File: config.mk
export PLATFORM = sky130hd
export DESIGN_NAME = lkvt_cfg
export DESIGN_NICKNAME = d
export VERILOG_FILES = /design/src/sv/lkvt_pkg.sv /design/src/sv/lkvt_cfg.sv
export SDC_FILE = /design/constraint.sdc
export NUM_CORES = 1
export LEC_CHECK = 0
export ABC_CLOCK_PERIOD_IN_PS = 940
export CAP_MARGIN = 15
export CORE_MARGIN = 2
export CORE_UTILIZATION = 46
export CTS_CLUSTER_SIZE = 30
export DETAILED_ROUTE_END_ITERATION = 12
export DONT_BUFFER_PORTS = 1
export MAX_ROUTING_LAYER = met4
export SLEW_MARGIN = 10
export SYNTH_ARGS = -nofsm -noshare
export SYNTH_HDL_FRONTEND = slang
export SYNTH_SLANG_ARGS = --single-unit
File: constraint.sdc
create_clock -name i_clk -period 0.94 [get_ports i_clk]
set_input_delay 0.141 -clock i_clk [delete_from_list [all_inputs] [get_ports i_clk]]
set_output_delay 0.141 -clock i_clk [all_outputs]
set_load 0.01 [all_outputs]
File: src/sv/lkvt_pkg.sv
// Shared types, codes and default sizes for the linear key/value table.
package lkvt_pkg;

    localparam int CAPACITY_DEF    = 256;
    localparam int KEY_WIDTH_DEF   = 32;
    localparam int VALUE_WIDTH_DEF = 32;

    localparam int OP_W    = 3;
    localparam int KEY_W   = 32;
    localparam int VAL_W   = 32;
    localparam int IDX_W   = 8;
    localparam int CNT_W   = 9;
    localparam int MAX_W   = 9;
    localparam int APB_AW  = 3;
    localparam int APB_DW  = 32;

    localparam logic [MAX_W-1:0]  MAX_ENTRIES_RST  = 9'd256;
    localparam logic [APB_AW-1:0] ADDR_MAX_ENTRIES = 3'd0;

    typedef enum logic [OP_W-1:0] {
        OP_INSERT           = 3'd0,
        OP_UPDATE           = 3'd1,
        OP_INSERT_OR_UPDATE = 3'd2,
        OP_ERASE            = 3'd3,
        OP_LOOKUP           = 3'd4,
        OP_READ_AT_INDEX    = 3'd5
    } t_op;

    typedef enum logic [2:0] {
        S_IDLE,
        S_SCAN,
        S_ACT,
        S_EMOVE,
        S_RDIDX,
        S_RDDATA,
        S_DONE
    } t_state;

    typedef struct packed {
        t_op              op;
        logic [KEY_W-1:0] key;
        logic [VAL_W-1:0] value;
        logic [IDX_W-1:0] index;
    } t_in;

    typedef struct packed {
        logic             ok;
        logic [KEY_W-1:0] out_key;
        logic [VAL_W-1:0] out_value;
        logic [CNT_W-1:0] count;
        logic             is_empty;
    } t_out;

endpackage

File: src/sv/lkvt_cfg.sv
// APB register block holding the entry limit.
module lkvt_cfg
    import lkvt_pkg::*;
(
    input  logic              i_clk,
    input  logic              i_rst_n,
    input  logic              psel,
    input  logic              penable,
    input  logic              pwrite,
    input  logic [APB_AW-1:0] paddr,
    input  logic [APB_DW-1:0] pwdata,
    output logic [APB_DW-1:0] prdata,
    output logic              pready,
    output logic [MAX_W-1:0]  o_max_entries
);

    logic [MAX_W-1:0] r_max_entries;
    logic             wr_hit;

    assign wr_hit = psel && penable && pwrite && (paddr == ADDR_MAX_ENTRIES);

    always_ff @(posedge i_clk) begin
        if (!i_rst_n) begin
            r_max_entries <= MAX_ENTRIES_RST;
        end else if (wr_hit) begin
            r_max_entries <= pwdata[MAX_W-1:0];
        end
    end

    always_comb begin
        prdata = '0;
        if (paddr == ADDR_MAX_ENTRIES) begin
            prdata = APB_DW'(r_max_entries);
        end
    end

    assign pready        = 1'b1;
    assign o_max_entries = r_max_entries;

endmodule

==> reports/results.md <==
| Result | Value |
| --- | --- |
| Final antenna diode count | 0 |
| Top cells by area in the synthesized netlist | sky130_fd_sc_hd__dfxtp_1, sky130_fd_sc_hd__buf_4, sky130_fd_sc_hd__mux2i_1, sky130_fd_sc_hd__nand2_1, sky130_fd_sc_hd__and2_1 |
| Wire length reported by the detailed router | 1.018 mm |
| Clock buffer depth | 2 |
| CTS tree | done |
| CP bufs+invs | 0 |
| Leakage Power | 0.2810 nW |
| DR DRC count | 0 |
| Max Transition Viols Final | 0 |
| Via count | 409 |
| Arr. time, crit path | 0.77 ns |
| Finished Core Util | 0.4894 |
| Number of max-capacitance violations reported | 0 |
| FF-to-FF Start | o_max_entries[8]$_SDFFE_PN1P_ |
| Worst Hold Launch | pwdata[1] |
| Vias per cell | 4.398 |
| Netlist area before placement | 641.9 sq um |
| Slowest cell on the critical path | sky130_fd_sc_hd__dfxtp_4 |
| Number of violations reported at the end of detailed-routing iteration 0 | 3 |
| Clock Sink Count | 9 |
| Worst skew pair latency | 0.25 ns |
| RSZ-0062 raised after global routing | yes |
| Initial cell density of the core | 0.4933 |
| Total global routing track utilization | 0.1440 |
| Path class of the lowest-slack min-delay path | in -> reg |
| Core Box Area | 0.001301 sq mm |
| Max Fclk | 1.093 GHz |
| Setup TNS Final | 0 ns |
| Setup Viol. Count Final | 0 |
| Power after layout | 734.0 uW |
| Library cells used by synthesis | 14 |
| Number of global-route vias before repair | 350 |
| Routability Congestion | 0.6281 |
| Global-route wire length before repair | 1.435 mm |
| Number of flip-flops under the largest register name | 9 |
| Area added between synthesis and finish | -0.7798% |
| Path depth of the worst reg2reg path | 2 |
| Largest delay contributor family on the critical path | flip-flops |
| Final Net Count | 119 |
| # H-tree levels | 1 |
| Antenna violation net count after detailed routing | 0 |
| Worst setup skew after layout | 0 ns |
| Sequential cell area fraction in the yosys report | 0.2807 |
| Number of instances on the worst hold path | 2 |
| Ports | 82 |
| TritonCTS buffer count | 3 |
| Full die area | 0.001710 sq mm |
| Top-area cell type share of the netlist area | 0.2807 |
| Post-Synthesis Cells | 78 |
| Share of the clock period used by the worst path after layout | 0.9737 |
| Power density normalized to cell area | 1153 mW/mm^2 |
| Kind of capture point of the worst setup path | output pin |
| Number of synthesized register bits | 9 |
| Maximum fanout encountered on the critical timing path | 3 |
| Outcome | finished clean |
| Fraction of final layout cells with drive strength greater than 1 | 0.3333 |
| Setup CP Type | reg -> out |
| CP peak stage delay | 0.37 ns |
| Largest net degree at the start of global routing | 18 |
| Antenna violations before repair | 0 |
| Most common cell after layout, fill and taps aside | sky130_fd_sc_hd__conb_1 |
| Worst path cell trace | and2_4 |
| Dpl hpwl | 745.4 um |
| Post-detailed-route wirelength per cell | 10.95 um |
| IO Port Bufs | 0 |
| Worst Hold Path EP | o_max_entries[1]$_SDFFE_PN0P_ |
| Worst reg2reg endpoint | o_max_entries[8]$_SDFFE_PN1P_ |
| Rows | 13 |
| Startpoint kind of the worst setup timing path | register |
| Clock Pin Slew Worst Setup and Hold Paths | 0.06 ns |
| Req. time, crit path | 0.80 ns |
| Hold Violations, Final | 0 |
| Number of synthesis warnings | 0 |
| Root buffer cell | sky130_fd_sc_hd__clkbuf_4 |
| Per-instance average area after synthesis | 8.229 sq um |
| Most frequent cells in the layout | sky130_fd_sc_hd__conb_1, sky130_fd_sc_hd__nand2_1, sky130_fd_sc_hd__and2_4, sky130_fd_sc_hd__dfxtp_4, sky130_fd_sc_hd__mux2i_1 |
| Setup slack of the most critical reg-to-reg path | 0.32 ns |
| Floorplan die height | 41.36 um |
| Maximum vdd drop | 518.0 uV |
| Pre-Repair DR Iteration Count | 4 |
| Die W | 41.36 um |
| Final critical delay including setup and external delays | 0.9153 ns |
| Top cell type by total area after synthesis | sky130_fd_sc_hd__dfxtp_1 |
| Sum of overflow across all layers after global routing | 0 |
through the flow:
| stage | area, sq um | setup WS (ns) | hold WS [ns] | instances |
|---|---|---|---|---|
| final | 636.9 | 0.02473 | 0.01397 | 93 |
| after global routing | 636.9 | -0.01184 | 0.01345 | 93 |
| after CTS | 616.8 | 0.003536 | 0.008972 | 93 |
| after detailed placement | 544.3 | 0.06500 | 0.2148 | 88 |
| after global placement | 544.3 | 0.09139 | 0.2082 | 88 |
| after floorplan | 724.4 | 0.1100 | 0.2831 | 100 |
cells by family after synthesis:
kind of cell | after synthesis | synth area share
AO/OA/AOI/OAI | 1 | 0.01949
buffers and inverters | 29 | 0.3275
flip-flops | 9 | 0.2807
multiplexers | 8 | 0.1248
other | 2 | 0.01170
AND/OR/NAND/NOR | 29 | 0.2359
per-layer routing:
layer,vias up,share of wire,track usage
met2,30,0.50,0.2344
met3,0,0.13,0.06915
met1,186,0.37,0.1433
met4,0,0,0.07258
met5,-,0,-
li1,193,-,-
area by class of cell:
| cell class | count | area, sq um |
|---|---|---|
| fill | 142 | 664.4 |
| multi-input combinational | 62 | 356.6 |
| sequential | 9 | 214.0 |
| clock buffer | 4 | 26.28 |
| tap | 15 | 18.77 |
| timing repair buffer | 2 | 17.52 |
| inverter | 1 | 3.754 |
synth_stat cells:
cell type and instances:
sky130_fd_sc_hd__nor3_2 1, sky130_fd_sc_hd__nand2_1 16, sky130_fd_sc_hd__and2_4 1, sky130_fd_sc_hd__mux2i_1 8
sky130_fd_sc_hd__dfxtp_1 9, sky130_fd_sc_hd__buf_2 3, sky130_fd_sc_hd__conb_1 2, sky130_fd_sc_hd__nand3_1 1
sky130_fd_sc_hd__and2_1 9, sky130_fd_sc_hd__buf_6 1, sky130_fd_sc_hd__inv_1 1, sky130_fd_sc_hd__buf_4 24
sky130_fd_sc_hd__and3_4 1, sky130_fd_sc_hd__o211ai_2 1
worst max-delay path by stage:
stage | startpoint | endpoint | slack [ns] | cells past startpoint
after floorplan | paddr[1] | o_max_entries[0]$_SDFFE_PN0P_ | 0.11 | 4
after global placement | paddr[1] | o_max_entries[4]$_SDFFE_PN0P_ | 0.09 | 3
after detailed placement | paddr[1] | o_max_entries[0]$_SDFFE_PN0P_ | 0.07 | 3
after CTS | o_max_entries[7]$_SDFFE_PN0P_ | prdata[7] | 0.004 | 1
after global routing | o_max_entries[7]$_SDFFE_PN0P_ | prdata[7] | -0.01 | 1
final | o_max_entries[7]$_SDFFE_PN0P_ | prdata[7] | 0.02 | 1
what timing repair did:
| item | 4_1_cts | 5_1_grt |
|---|---|---|
| setup buffers | 0 | 0 |
| hold buffers | 1 | 0 |
| endpoints found under the setup margin | 9 | 9 |
| endpoints found under the hold margin | 1 | 0 |
| resized for setup | 19 | 8 |
power breakdown:
group	switching, mW	internal, mW
Combinational	0.0600	0.0192
Sequential	0.00400	0.361
Clock	0.127	0.163
Power figures use the tool's default switching activity.
